<file path="config.mk">
export PLATFORM = sky130hd
export DESIGN_NAME = dpg_ram
export DESIGN_NICKNAME = d
export VERILOG_FILES = /design/src/hdl/dpg_ram.sv
export SDC_FILE = /design/constraint.sdc
export NUM_CORES = 2
export LEC_CHECK = 0
export CAP_MARGIN = 20
export CORE_ASPECT_RATIO = 0.75
export CORE_MARGIN = 2
export CORE_UTILIZATION = 45
export DETAILED_ROUTE_END_ITERATION = 8
export DONT_BUFFER_PORTS = 1
export GPL_TIMING_DRIVEN = 0
export SLEW_MARGIN = 20
export SYNTH_ARGS = -nofsm -noshare
export SYNTH_HDL_FRONTEND = slang
export SYNTH_SLANG_ARGS = --single-unit
</file>
<file path="constraint.sdc">
create_clock -name clk -period 6.6 [get_ports clk]
set_input_delay 0.66 -clock clk [delete_from_list [all_inputs] [get_ports clk]]
set_output_delay 0.66 -clock clk [all_outputs]
set_load 0.01 [all_outputs]
</file>
<file path="src/hdl/dpg_ram.sv">
// Generic single-write, single-read synchronous RAM with registered read data.
`timescale 1ns / 1ps
`default_nettype none

module dpg_ram #(
    parameter int DEPTH = 256,
    parameter int WIDTH = 8
) (
    input  wire logic                     clk,
    input  wire logic                     we,
    input  wire logic [$clog2(DEPTH)-1:0] waddr,
    input  wire logic [WIDTH-1:0]         wdata,
    input  wire logic [$clog2(DEPTH)-1:0] raddr,
    output logic      [WIDTH-1:0]         rdata
);

    logic [WIDTH-1:0] mem [DEPTH];

    always_ff @(posedge clk) begin
        if (we) begin
            mem[waddr] <= wdata;
        end
    end

    always_ff @(posedge clk) begin
        rdata <= mem[raddr];
    end

endmodule

`default_nettype wire

</file>
==> flow_metrics.tcl <==
set metrics [dict create \
    status "complete, no violations" \
    fin_nets 3983 \
    cts-root-buf "clkbuf_16" \
    synth.most_common_cell "edfxtp_1" \
    maxSlewViolCount 0 \
    dp_hpwl_um 163000 \
    leakage_nw 27.3 \
    slew_headroom_pct 10.2 \
    drcViolationCount 0 \
    worst_pin_slew_ns 1.34 \
    hold_violations 0 \
    reg2regPathDepth 6 \
    ant_nets 0 \
    r2r-start "mem[26][3]" \
    power_mw 26.5 \
    syn2layout_area_growth_pct 12.1 \
    maxCapViolCount 0 \
    syn_inst 3733 \
    clk_path_buf_depth 3 \
    path_clk_slew_ns 0.06 \
    num_rows 133 \
    peakVddDrop_uv 270 \
    cts_tree "built" \
    ctsHtreeMaxLevel 4 \
    synthesis.nets 3759 \
    avgSynthCellArea_um2 21.3 \
    setup_viol 0 \
    detail_route.first_pass.iterations 5 \
    num-fill-cells 13903 \
    reg2reg_setup_slack_ns 3.30 \
    p_per_area_mw_per_mm2 297 \
    skew_ns 0.0378 \
    grt_pass1_wl_um 337000 \
    dp_slack_ns 1.32 \
    r2r-end "rdata[3]" \
    numCtsBuffers 188 \
    period_share_pct 66.2 \
    synth_cell_type_count 55 \
    clk_latency_ns 0.86 \
    synth_top_area_cell "edfxtp_1" \
    io_pins 34 \
    grt_max_degree 257 \
    grt.total_usage_pct 27.7 \
    hold_depth 0 \
    cts_resized 0 \
    viasPerCell 6.49 \
    hold_class "input port to flop" \
    synth_common_cells "2048 x edfxtp_1, 454 x mux4_2, 282 x nor2_1, 134 x mux2i_1, 133 x a22oi_1" \
    crit_type "input port to flop" \
    drive_gt1_share_pct 22.2 \
    rsz0062_at_grt "no" \
    timing.final.ws_setup_ns 2.23 \
    fin_crit_ns 4.37 \
    tns_ns 0 \
    end_kind "flop" \
    grt_antenna_before_repair 15 \
    drt-initial-drc-count 7541 \
    overflow 0 \
    fp.dieArea_mm2 0.180 \
    finalWirelength_um 251000 \
    hold_start "wdata[3]" \
    yosysWarnings 0 \
    avgRoutedWirePerCell_um 38.7 \
    globalplace.congestion 0.958 \
    io_buffers 0 \
    grt_pass1_vias 39698 \
    fp.dieW_um 490 \
    netlist_area_mm2 0.0796 \
    ys.flop_type "edfxtp_1" \
    cp_data_arrival_time_ns 4.98 \
    ys_ff_latch 2056 \
    initial_core_util_pct 45.4 \
    core-area_mm2 0.175 \
    die_h_um 368 \
    vias 42054 \
    required_ns 7.21 \
    async_flop_share_pct 0 \
    cp_max_fo 10 \
    yosysTopAreaCellShare_pct 77.3 \
    synth-seq-area-share_pct 77.5 \
    max_clock_freq_mhz 229 \
    synth_edf_count 2048 \
    startpoint_type "input port" \
    hold_end "mem[82][3]" \
    clkSinkCount 2056 \
    yosys-top-cells-area "edfxtp_1 77%, mux4_2 13%, mux2i_1 1.7%" \
]
[cell usage in the layout (no fill, tap or decap), drive strengths merged, types with 8 or more instances in the layout]
cell type  Yosys  routed
edfxtp      2048    2048
mux4         456     456
clkbuf       111     346
nor2         282     282
buf          122     150
mux2i        134     134
a22oi        133     133
a21oi         96      96
clkinv         1      83
o221ai        47      47
nand3         34      34
nand2         33      33
nor2b         31      31
o22ai         28      28
nor4          27      27
nor3          22      22
a211oi        16      16
a221oi        14      14
o21ai         12      12
bufinv         0      11
nand4         10      10
o211ai        10      10
inv            1       9
nand2b         8       8
a22o           8       8
clkinvlp       0       8
dfxtp          8       8
[cell families (layout without fill, tap and decap cells)]
kind of cell / Yosys count / in the layout / synth area share, %
other cells: 0 / 6 / 0
flops: 2056 / 2056 / 77.5
compound gates: 385 / 385 / 3.42
buf+inv: 235 / 612 / 1.83
simple gates: 466 / 466 / 2.63
mux: 591 / 591 / 14.6
[repair_timing]
item / in CTS / in global routing
hold buffers: 11 / 0
buffers inserted: 0 / 0
hold endpoints to repair: 318 / 0
[layer usage]
metal	global-route usage [%]	share of wire, %	vias to the layer above
met1	41.2	41	22410
met5	0	0.036	-
li1	-	-	16156
met4	8.83	3.3	12
met2	37.9	42	3045
met3	10.2	14	431
[worst max-delay path: stages]
cell,delay (ns)
buf_2,0.44
and2_1,0.21
buf_1,0.76
clkbuf_1,0.97
a22oi_1,0.40
a21oi_1,0.34
nor3_1,0.16
nor4_1,0.99
[power by group]
group / internal (mW) / switching, mW / leakage, nW
Clock: 5.78 / 4.91 / 2.85
Combinational: 0.457 / 0.931 / 5.95
Sequential: 14.4 / 0.0161 / 18.5
Total: 20.6 / 5.86 / 27.3
[sequential cells by signal, summed over array words and instances, names as in the netlist]
signal  count
mem      2048
rdata       8
[through the flow]
step	hold slack, ns	util [%]	instance area (um2)	cells
after floorplan	0.759	-	79600	3733
after global placement	0.799	47.0	82500	6095
after detailed placement	0.796	47.3	83000	6115
after CTS	0.00891	50.8	89100	6469
after global routing	0.0270	50.8	89200	6473
final	0.110	50.9	89200	6478
[final cells by class]
cell class                 instances  area [um2]  share of cell area (%)
sequential                      2056       61700                    69.1
multi-input combinational       1442       16500                    18.5
clock buffer                     234        4970                    5.57
tap                             2362        2960                    3.31
buffer                           233        1500                    1.68
clock inverter                   109         900                    1.01
timing repair buffer              34         656                   0.735
antenna                            6        15.0                  0.0168
inverter                           2        7.51                 0.00842
[worst max path at each step]
stage / startpoint / endpoint
floorplan: raddr[0] / rdata[2]
finish: raddr[3] / rdata[1]
global placement: raddr[1] / rdata[3]
detailed placement: raddr[1] / rdata[4]
CTS: raddr[1] / rdata[4]
global route: raddr[1] / rdata[4]
(Power assumes the default switching activity.)
