File: src/hdl/dpg_pkg.sv
// Shared types, constants and helpers for the dirty-pixel gamma presenter.
`timescale 1ns / 1ps
`default_nettype none

package dpg_pkg;

    localparam int MAX_WIDTH   = 128;
    localparam int MAX_HEIGHT  = 64;
    localparam int X_W         = 7;
    localparam int Y_W         = 6;
    localparam int PIX_W       = 16;
    localparam int LEVEL_W     = 8;
    localparam int STORE_DEPTH = MAX_WIDTH * MAX_HEIGHT;
    localparam int STORE_AW    = $clog2(STORE_DEPTH);
    localparam int GAMMA_DEPTH = 256;
    localparam int GAMMA_AW    = $clog2(GAMMA_DEPTH);

    localparam int S_TDATA_W   = 48;
    localparam int M_TDATA_W   = 40;
    localparam int CFG_IDX_W   = 2;
    localparam int CFG_DATA_W  = 8;

    localparam int FIFO_DEPTH  = 4;
    localparam int FIFO_PTR_W  = $clog2(FIFO_DEPTH);

    localparam logic [1:0] MODE_FRAME_START = 2'd0;
    localparam logic [1:0] MODE_PIXEL       = 2'd1;
    localparam logic [1:0] MODE_FRAME_END   = 2'd2;
    localparam logic [1:0] MODE_GAMMA_WRITE = 2'd3;

    localparam logic KIND_DRAW = 1'b0;
    localparam logic KIND_FLIP = 1'b1;

    localparam logic [CFG_IDX_W-1:0] CFG_DOUBLE_BUFFER = 2'd0;
    localparam logic [CFG_IDX_W-1:0] CFG_FRAME_WIDTH   = 2'd1;
    localparam logic [CFG_IDX_W-1:0] CFG_FRAME_HEIGHT  = 2'd2;

    localparam logic [7:0] FRAME_WIDTH_RST  = 8'd128;
    localparam logic [6:0] FRAME_HEIGHT_RST = 7'd64;

    typedef struct packed {
        logic               kind;
        logic [X_W-1:0]     x;
        logic [Y_W-1:0]     y;
        logic [LEVEL_W-1:0] red;
        logic [LEVEL_W-1:0] green;
        logic [LEVEL_W-1:0] blue;
    } dpg_out_t;

    function automatic logic [STORE_AW-1:0] store_addr(input logic [X_W-1:0] x,
                                                       input logic [Y_W-1:0] y);
        return STORE_AW'(int'(y) * MAX_WIDTH + int'(x));
    endfunction

    function automatic logic [GAMMA_AW-1:0] widen5(input logic [4:0] v);
        return {v, v[4:2]};
    endfunction

    function automatic logic [GAMMA_AW-1:0] widen6(input logic [5:0] v);
        return {v, v[5:4]};
    endfunction

endpackage

`default_nettype wire

File: src/hdl/dpg_fifo.sv
// Small output queue that decouples the pipeline from the receiver.
`timescale 1ns / 1ps
`default_nettype none

module dpg_fifo (
    input  wire logic                          aclk,
    input  wire logic                          aresetn,
    input  wire logic                          push,
    input  wire dpg_pkg::dpg_out_t             push_data,
    input  wire logic                          pop,
    output dpg_pkg::dpg_out_t                  head,
    output logic                               not_empty,
    output logic [dpg_pkg::FIFO_PTR_W:0]       count
);

    dpg_pkg::dpg_out_t                 slot_reg [dpg_pkg::FIFO_DEPTH];
    logic [dpg_pkg::FIFO_PTR_W-1:0]    wr_ptr_reg;
    logic [dpg_pkg::FIFO_PTR_W-1:0]    rd_ptr_reg;
    logic [dpg_pkg::FIFO_PTR_W:0]      count_reg;
    logic [dpg_pkg::FIFO_PTR_W:0]      count_next;

    assign head      = slot_reg[rd_ptr_reg];
    assign not_empty = (count_reg != '0);
    assign count     = count_reg;

    always_comb begin
        count_next = count_reg;
        if (push && !pop) begin
            count_next = count_reg + 1'b1;
        end else if (!push && pop) begin
            count_next = count_reg - 1'b1;
        end
    end

    always_ff @(posedge aclk) begin
        if (!aresetn) begin
            wr_ptr_reg <= '0;
            rd_ptr_reg <= '0;
            count_reg  <= '0;
        end else begin
            if (push) begin
                wr_ptr_reg <= wr_ptr_reg + 1'b1;
            end
            if (pop) begin
                rd_ptr_reg <= rd_ptr_reg + 1'b1;
            end
            count_reg <= count_next;
        end
    end

    always_ff @(posedge aclk) begin
        if (push) begin
            slot_reg[wr_ptr_reg] <= push_data;
        end
    end

endmodule

`default_nettype wire

File: config.mk
export PLATFORM = sky130hd
export DESIGN_NAME = dpg_fifo
export DESIGN_NICKNAME = d
export VERILOG_FILES = /design/src/hdl/dpg_pkg.sv /design/src/hdl/dpg_fifo.sv
export SDC_FILE = /design/constraint.sdc
export NUM_CORES = 1
export LEC_CHECK = 0
export ABC_CLOCK_PERIOD_IN_PS = 2200
export BUFFER_PORTS_ARGS = -buffer_cell sky130_fd_sc_hd__buf_2
export CAP_MARGIN = 20
export CORE_MARGIN = 3
export CORE_UTILIZATION = 35
export DETAILED_ROUTE_END_ITERATION = 12
export GPL_TIMING_DRIVEN = 0
export SETUP_SLACK_MARGIN = 0.1
export SLEW_MARGIN = 15
export SYNTH_ARGS = -nofsm -noshare
export SYNTH_HDL_FRONTEND = slang
export SYNTH_SLANG_ARGS = --single-unit
File: constraint.sdc
create_clock -name aclk -period 2.2 [get_ports aclk]
set_input_delay 0.11 -clock aclk [delete_from_list [all_inputs] [get_ports aclk]]
set_output_delay 0.11 -clock aclk [all_outputs]
set_load 0.05 [all_outputs]
==> flow_metrics.env, run 1 <==
export IMPL_irDropWorstVdd_v=0.000481
export IMPL_cts_root_buf="clkbuf_16"
export IMPL_arrival_ns=1.89
export IMPL_fp_coreArea_um2=16200
export IMPL_rsz0062_at_grt="yes"
export IMPL_r2r_start="wr_ptr_reg[0]$_SDFFE_PN0P_"
export IMPL_gr_total_overflow=0
export IMPL_avgViaCountPerCell=4.67
export IMPL_timing_hold_ws_ns=0.0748
export IMPL_setup_viol=0
export IMPL_crit_fanout=10
export IMPL_cts_buffers=17
export IMPL_port_buffer_count=83
export IMPL_cts_setup_buffers=0
export IMPL_die_area_um2=18600
export IMPL_detail_route_antenna_nets=0
export IMPL_synth_fp_nets=288
export IMPL_final_nets=433
export IMPL_total_power_mw=7.90
export IMPL_status="completed"
export IMPL_vias=2865
export IMPL_min_path_type="in2reg"
export IMPL_die_w_um=136
export IMPL_num_fill_cells=1401
export IMPL_ff2ff_path_depth=3
export IMPL_slew_viol_final=0
export IMPL_cts_tree="yes"
export IMPL_diodes=0
export IMPL_syn_inst=240
export IMPL_multi_input_area_um2=1100
export IMPL_dpl_cell_count=543
export IMPL_syn_area_per_cell_um2=24.7
export IMPL_worst_slew_pin_slew_ns=0.523
export IMPL_dp_hpwl_mm=6.70
export IMPL_die_y_um=136
export IMPL_fin_cells=614
export IMPL_h_tree_depth=4
export IMPL_cp_start_kind="register"
export IMPL_fin_crit_sh_pct=91.0
export IMPL_clkLatencyLatePin_ns=0.41
export IMPL_grt_pass1_vias=3104
export IMPL_yosysUniqueCellTypes=20
export IMPL_r2r_slack_ns=0.56
export IMPL_finClkSkew_ns=0.00857
export IMPL_initial_core_util_pct=36.6
export IMPL_yosysWarnings=0
export IMPL_firstDrtPassIters=4
export IMPL_grt_usage_pct=12.6
export IMPL_synth_area_um2=5940
export IMPL_cp_end_kind="primary output"
export IMPL_timing_fmax_ghz=0.499
export IMPL_seq_area_um2=4740
export IMPL_cts_buffer_depth=2
export IMPL_fin_area_um2=7770
export IMPL_wire_per_inst_um=17.7
export IMPL_synth_seq_cells=161
export IMPL_io_pin_count=84
export IMPL_crit_type="reg2out"
export IMPL_min_delay_start="pop"
export IMPL_finalHoldViolations=0
export IMPL_relSlewSlack_pct=65.1
export IMPL_leakagePower_nw=2.70
export IMPL_power_density_nw_per_um2=1020
export IMPL_finalCriticalPeriod_ns=2.00
export IMPL_setup_ws_ns=0.198
export IMPL_drc=0
export IMPL_clk_pin_slew_ns=0.06
export IMPL_areaGrowthSynthToFinish_pct=30.8
export IMPL_gp_routability_congestion=0.656
export IMPL_antenna_found_initial=0
export IMPL_cts_sinks=161
export IMPL_hold_depth=3
export IMPL_rows=46
export IMPL_r2r_end="slot_reg[3][11]$_DFFE_PP_"
export IMPL_drive_gt1_share_pct=40.7
export IMPL_cap_violations=0
export IMPL_grt_max_degree=28
export IMPL_grt_pass1_wl_mm=17.0
export IMPL_placed_cell_area_um2=6710
export IMPL_largest_register_ffs=152
export IMPL_pre_cts_slack_ns=0.473
export IMPL_seq_area_frac_synth_pct=79.9
export IMPL_routed_wl_mm=10.9
export IMPL_cp_required_ns=2.09
export IMPL_drtIter0Drc=183
## routing by layer
layer	global-route usage, %	up-vias	wire length (um)
met5	0	-	0
met4	4.48	0	103
met3	3.96	8	632
met2	20.8	83	5480
met1	15.9	1479	4650
li1	-	1295	-
## what timing repair did
item                                   in CTS  in global routing
gates cloned                                0                  0
hold buffers                               39                  0
gates resized for setup                     2                  7
endpoints found under the hold margin     159                  0
setup endpoints to repair                  20                 20
## worst max-delay path, stage by stage (launching register included)
cell and delay, ns:
dfxtp_1 0.37, buf_12 0.18, buf_12 0.16, mux4_2 0.53
buf_2 0.23
## metrics by stage
step	TNS [ns]	utilization (%)
finish	0	47.9
global route	0	47.9
floorplan	0	-
detailed placement	0	41.3
global placement	-70.73	40.8
CTS	0	47.8
## worst max path at each step
stage	startpoint	endpoint	slack [ns]	cells after the start
floorplan	wr_ptr_reg[0]$_SDFFE_PN0P_	slot_reg[2][0]$_DFFE_PP_	0.34	3
global placement	wr_ptr_reg[0]$_SDFFE_PN0P_	slot_reg[2][18]$_DFFE_PP_	-0.49	3
detailed placement	register	head[21]	0.47	4
finish	register	head[15]	0.20	4
CTS	register	head[15]	0.10	4
global route	register	head[15]	0.09	4
## cell usage in the layout (no fill, tap or decap), types with 2 or more instances in the layout
cell type,n
xnor2_1,2
edfxtp_1,152
clkbuf_1,3
ha_1,5
dlygate4sd3_1,39
clkinv_1,4
or3_1,2
clkbuf_16,17
mux4_2,38
bufinv_16,6
nor2b_1,2
clkinv_4,2
xor2_1,3
dfxtp_1,9
and2_1,5
buf_2,82
and2_2,4
buf_4,4
buf_12,7
mux2i_1,2
inv_1,4
## layout make-up
| class | count | area share, % |
|---|---|---|
| multi-input combinational | 67 | 14.2 |
| buffer | 8 | 1.22 |
| clock buffer | 20 | 5.62 |
| inverter | 4 | 0.193 |
| clock inverter | 12 | 2.74 |
| timing repair buffer | 126 | 11.4 |
| sequential | 161 | 61.1 |
| tap | 216 | 3.48 |
## kinds of logic (layout without fill, tap and decap cells)
family	Yosys count	after routing	synth area share, %
simple gates	14	14	1.43
xor+xnor	5	5	0.738
mux	40	40	14.8
compound gates	2	2	0.211
buf+inv	12	170	1.56
flops	161	161	79.9
fa+ha+maj	6	6	1.39
## cell usage after synthesis, drive strengths merged
cell,instances,area (um2)
edfxtp,152,4560
mux4,38,856
and2,9,56.3
dfxtp,9,180
buf,7,73.8
ha,5,62.6
inv,4,15.0
xor2,3,26.3
mux2i,2,20.0
nor2b,2,12.5
or3,2,12.5
xnor2,2,17.5
a21boi,1,7.51
clkbuf,1,3.75
fa,1,20.0
nand2,1,3.75
o21ai,1,5.00
## where the power goes
part / internal, mW / total (mW) / switching (mW)
Combinational: 0.395 / 1.14 / 0.749
Sequential: 3.51 / 3.56 / 0.0429
Clock: 2.12 / 3.20 / 1.08
Note: power is estimated with default switching activity, not from simulation.
==> run 2: changes to the inputs <==
- ABC_AREA: unset -> 1
- ABC_CLOCK_PERIOD_IN_PS: 2200 -> 2560
- CORE_UTILIZATION: 35 -> 61
- PLACE_DENSITY: unset -> 0.84
- clock period: 2.2 -> 2.56 ns (I/O delays scaled with it)
==> flow_metrics.env, run 2 <==
export IMPL_fin_crit_sh_pct=86.3
export IMPL_finClkSkew_ns=0.00999
export IMPL_setup_ws_ns=0.351
export IMPL_leakagePower_nw=2.86
export IMPL_status="completed"
export IMPL_firstDrtPassIters=5
export IMPL_die_area_um2=11200
export IMPL_yosys_area_top_type="edfxtp_1"
export IMPL_p_int_mw=4.67
export IMPL_cts_sinks=161
export IMPL_p_comb_share_pct=14.4
export IMPL_dpl_cell_count=642
export IMPL_p_clk_share_pct=38.4
export IMPL_cts_resized=0
export IMPL_cp_end_kind="primary output"
export IMPL_cap_violations=0
export IMPL_irDropWorstVdd_v=0.000528
export IMPL_routed_wl_mm=13.7
export IMPL_dp_hpwl_mm=7.67
export IMPL_cts_buffer_depth=2
export IMPL_wire_per_inst_um=19.2
export IMPL_syn_inst=426
export IMPL_timing_hold_ws_ns=0.348
export IMPL_fin_cells=715
export IMPL_final_util_pct=81.8
export IMPL_min_path_type="in2reg"
export IMPL_cts_tree="yes"
export IMPL_final_nets=621
export IMPL_seq_area_frac_synth_pct=78.0
export IMPL_switching_share_pct=27.4
export IMPL_final_common_cell="edfxtp_1"
export IMPL_ys_top_cells_by_area="edfxtp_1, o21ai_0, nor2_1"
export IMPL_fin_area_um2=7740
export IMPL_power_density_nw_per_um2=831
export IMPL_finalCriticalPeriod_ns=2.21
export IMPL_largest_register_ffs=152
export IMPL_clkLatencyLatePin_ns=0.52
export IMPL_grt_pass1_wl_mm=21.6
export IMPL_initial_core_util_pct=64.3
export IMPL_slew_viol_final=0
export IMPL_synth_area_um2=6080
export IMPL_drtIter0Drc=330
export IMPL_cp_start_kind="register"
export IMPL_drc=0
export IMPL_arrival_ns=2.08
export IMPL_gp_routability_congestion=0.740
export IMPL_r2r_start="wr_ptr_reg[0]$_SDFFE_PN0P_"
export IMPL_die_w_um=106
export IMPL_cts_setup_buffers=0
export IMPL_fin_tns_setup_ns=0
export IMPL_cts_root_buf="clkbuf_8"
export IMPL_grt_pass1_vias=4403
export IMPL_timing_fmax_ghz=0.453
export IMPL_syn_area_per_cell_um2=14.3
export IMPL_finalHoldViolations=0
export IMPL_vias=4146
export IMPL_clk_pin_slew_ns=0.07
export IMPL_yosys_most_used_dff="edfxtp_1"
export IMPL_cp_required_ns=2.43
export IMPL_async_flop_share_pct=0
export IMPL_min_delay_start="push_data[2]"
export IMPL_yosysWarnings=0
export IMPL_detail_route_antenna_nets=0
export IMPL_synth_seq_cells=161
export IMPL_crit_fanout=10
export IMPL_areaGrowthSynthToFinish_pct=27.3
export IMPL_p_switching_mw=1.76
export IMPL_pre_cts_slack_ns=0.930
export IMPL_p_seq_share_pct=47.3
export IMPL_netlist_area_leader_share_pct=75.1
export IMPL_diodes=0
export IMPL_num_fill_cells=506
export IMPL_grt_max_degree=31
export IMPL_fp_coreArea_um2=9460
export IMPL_port_buffer_count=83
export IMPL_cts_buffers=17
export IMPL_avgViaCountPerCell=5.80
export IMPL_rows=35
export IMPL_crit_type="reg2out"
export IMPL_placed_cell_area_um2=6740
export IMPL_worst_slew_pin_slew_ns=0.581
export IMPL_synth_edf_count=152
export IMPL_io_pin_count=84
export IMPL_yosysUniqueCellTypes=19
export IMPL_relSlewSlack_pct=61.2
export IMPL_grt_usage_pct=25.6
export IMPL_total_power_mw=6.43
export IMPL_synth_top_cells_by_count="edfxtp_1, nor2_1, o21ai_0, o22ai_1, inv_1"
export IMPL_synth_most_common_cell="edfxtp_1"
export IMPL_antenna_found_initial=0
export IMPL_drive_gt1_share_pct=24.4
export IMPL_gr_total_overflow=0
export IMPL_rsz0062_at_grt="no"
export IMPL_die_y_um=106
export IMPL_h_tree_depth=4
export IMPL_final_cell_mix="edfxtp_1, buf_2, nor2_1, o21ai_0, dlygate4sd3_1"
export IMPL_setup_viol=0
export IMPL_synth_fp_nets=474
==> run 2: worst paths after layout <==
check / end / slack (ns) / cells after the start
min reg2reg: rd_ptr_reg[1]$_SDFFE_PN0P_ / 0.44 / 1
min: slot_reg[0][2]$_DFFE_PP_ / 0.35 / 2
max: head[7] / 0.35 / 6
max reg2reg: slot_reg[0][15]$_DFFE_PP_ / 0.81 / 5
==> run 2: cells by family (layout without fill, tap and decap cells) <==
group | count (synthesis) | after routing | share of synthesized area, %
AND/OR/NAND/NOR | 94 | 94 | 5.87
AO/OA/AOI/OAI | 124 | 124 | 11.0
flip-flops | 161 | 161 | 78.0
buffers and inverters | 41 | 201 | 3.75
adder cells (fa/ha/maj) | 6 | 6 | 1.36
==> run 2: layer usage <==
layer / global-route usage [%] / wire length [um]
met2: 44.0 / 7110
met3: 4.90 / 1080
met5: 0 / 0
met1: 30.5 / 5140
met4: 13.6 / 407
==> run 2: repair_timing <==
item | CTS | global route
hold endpoints to repair | 161 | 0
hold buffers | 41 | 0
setup endpoints to repair | 0 | 0
==> run 2: power groups by stage <==
stage / Sequential [mW] / Combinational (mW) / Clock, mW
after CTS: 3.04 / 0.917 / 2.49
after global placement: 3.09 / 0.824 / 0
after global routing: 3.05 / 0.988 / 2.58
final: 3.04 / 0.924 / 2.47
after floorplan: 3.11 / 0.575 / 0
after detailed placement: 3.09 / 0.861 / 0
==> run 2: area by class of cell <==
type / instances / area, um2 / area share (%)
buffer: 24 / 164 / 2.12
clock buffer: 17 / 414 / 5.35
timing repair buffer: 128 / 913 / 11.8
clock inverter: 15 / 170 / 2.20
inverter: 17 / 63.8 / 0.825
sequential: 161 / 4740 / 61.3
multi-input combinational: 224 / 1110 / 14.3
tap: 129 / 161 / 2.09
==> run 2: worst max-delay path, cell delays in order, from the launching register on <==
cell      delay [ns]
dfxtp_1         0.34
inv_2           0.06
clkbuf_2        0.24
buf_2           0.27
o21ai_0         0.15
o22ai_1         0.19
buf_2           0.30
==> run 3: changes to the inputs <==
- ABC_CLOCK_PERIOD_IN_PS: 2560 -> 2350
- CORE_UTILIZATION: 61 -> 57
- PLACE_DENSITY: 0.84 -> 0.79
- clock period: 2.56 -> 2.35 ns (I/O delays scaled with it)
==> flow_metrics.env, run 3 (synthesized netlist as in run 2, its figures left out) <==
export IMPL_drc=0
export IMPL_fin_tns_setup_ns=0
export IMPL_routed_wl_mm=13.2
export IMPL_rows=37
export IMPL_crit_fanout=10
export IMPL_cts_tree="yes"
export IMPL_io_pin_count=84
export IMPL_setup_viol=0
export IMPL_gp_routability_congestion=0.750
export IMPL_placed_cell_area_um2=6760
export IMPL_grt_pass1_vias=4141
export IMPL_grt_pass1_wl_mm=20.5
export IMPL_wire_per_inst_um=18.2
export IMPL_detail_route_antenna_nets=0
export IMPL_die_area_um2=11900
export IMPL_drtIter0Drc=323
export IMPL_final_cell_mix="edfxtp_1, nor2_1, buf_2, o21ai_0, dlygate4sd3_1"
export IMPL_initial_core_util_pct=58.6
export IMPL_cts_buffer_depth=2
export IMPL_die_w_um=109
export IMPL_antenna_found_initial=0
export IMPL_finalHoldViolations=0
export IMPL_leakagePower_nw=2.88
export IMPL_global_route_usage_met3_pct=6.63
export IMPL_grtUsageMet2_pct=40.2
export IMPL_cap_violations=0
export IMPL_grt_busiest_layer="met2"
export IMPL_cp_required_ns=2.23
export IMPL_timing_fmax_ghz=0.461
export IMPL_slew_viol_final=0
export IMPL_cp_end_kind="primary output"
export IMPL_irDropWorstVdd_v=0.000523
export IMPL_status="completed"
export IMPL_finalCriticalPeriod_ns=2.17
export IMPL_grt_use_met1_pct=29.1
export IMPL_avgViaCountPerCell=5.57
export IMPL_vias=4021
export IMPL_multi_input_area_um2=1110
export IMPL_clk_pin_slew_ns=0.07
export IMPL_fp_coreArea_um2=10400
export IMPL_seq_area_um2=4740
export IMPL_fin_area_um2=7770
export IMPL_final_nets=621
export IMPL_min_path_type="in2reg"
export IMPL_cts_sinks=161
export IMPL_drive_gt1_share_pct=24.6
export IMPL_rsz0062_at_grt="yes"
export IMPL_areaGrowthSynthToFinish_pct=27.9
export IMPL_crit_type="reg2out"
export IMPL_cts_root_buf="clkbuf_8"
export IMPL_die_y_um=109
export IMPL_largest_register_ffs=152
export IMPL_relSlewSlack_pct=64.3
export IMPL_cts_buffers=17
export IMPL_dp_hpwl_mm=7.78
export IMPL_clkLatencyLatePin_ns=0.53
export IMPL_worst_slew_pin_slew_ns=0.535
export IMPL_grt_max_degree=23
export IMPL_arrival_ns=2.05
export IMPL_fin_crit_sh_pct=92.4
export IMPL_h_tree_depth=4
export IMPL_r2r_start="wr_ptr_reg[0]$_SDFFE_PN0P_"
export IMPL_min_delay_start="push_data[37]"
export IMPL_num_fill_cells=668
export IMPL_firstDrtPassIters=5
export IMPL_final_common_cell="edfxtp_1"
export IMPL_port_buffer_count=83
export IMPL_diodes=0
export IMPL_power_density_nw_per_um2=902
export IMPL_finClkSkew_ns=0.00752
export IMPL_grt_usage_pct=23.5
export IMPL_cp_start_kind="register"
export IMPL_gr_total_overflow=0
[run 3: critical path: stages, from the launching register on]
cell      delay [ns]
dfxtp_1         0.36
inv_2           0.10
clkbuf_1        0.43
o21ai_0         0.19
o22ai_1         0.17
buf_2           0.29
[run 3: layer usage]
metal / routed length (um) / up-vias
met2: 6800 / 182
met3: 996 / 22
met5: 0 / -
met1: 5140 / 1936
met4: 219 / 0
li1: - / 1881
[run 3: timing repair]
action | 4_1_cts | 5_1_grt
hold buffers | 41 | 0
hold endpoints to repair | 161 | 0
resized for setup | 0 | 8
setup buffers | 0 | 0
setup endpoints to repair | 0 | 6
[run 3: through the flow]
stage | cells | util [%] | hold slack (ns) | setup WS [ns] | power, mW
floorplan | 426 | - | 0.216 | 0.621 | 4.01
global placement | 645 | 64.3 | 0.326 | 0.0513 | 4.27
detailed placement | 649 | 65.2 | 0.335 | 0.724 | 4.31
CTS | 722 | 74.8 | 0.316 | 0.153 | 7.03
global route | 722 | 75.0 | 0.330 | 0.0748 | 7.25
finish | 722 | 75.0 | 0.335 | 0.179 | 7.01
[run 3: worst paths after layout]
| kind | slack (ns) | cells after the start | endpoint |
|---|---|---|---|
| min | 0.33 | 2 | slot_reg[1][37]$_DFFE_PP_ |
| max | 0.18 | 5 | head[10] |
| min reg2reg | 0.52 | 1 | rd_ptr_reg[1]$_SDFFE_PN0P_ |
| max reg2reg | 0.75 | 5 | slot_reg[2][6]$_DFFE_PP_ |
[run 3: cell type report]
type	instances	share of cell area (%)
Timing Repair Buffer	128	12.0
Inverter	17	0.821
Clock buffer	18	5.38
Tap cell	136	2.19
Sequential cell	161	61.0
Buffer	24	2.19
Clock inverter	14	2.17
Multi-Input combinational cell	224	14.2
[run 3: report_power, final]
part	internal [mW]	total [mW]	switching, mW
combinational	0.279	1.00	0.724
sequential	3.27	3.31	0.0382
clock	1.55	2.70	1.14
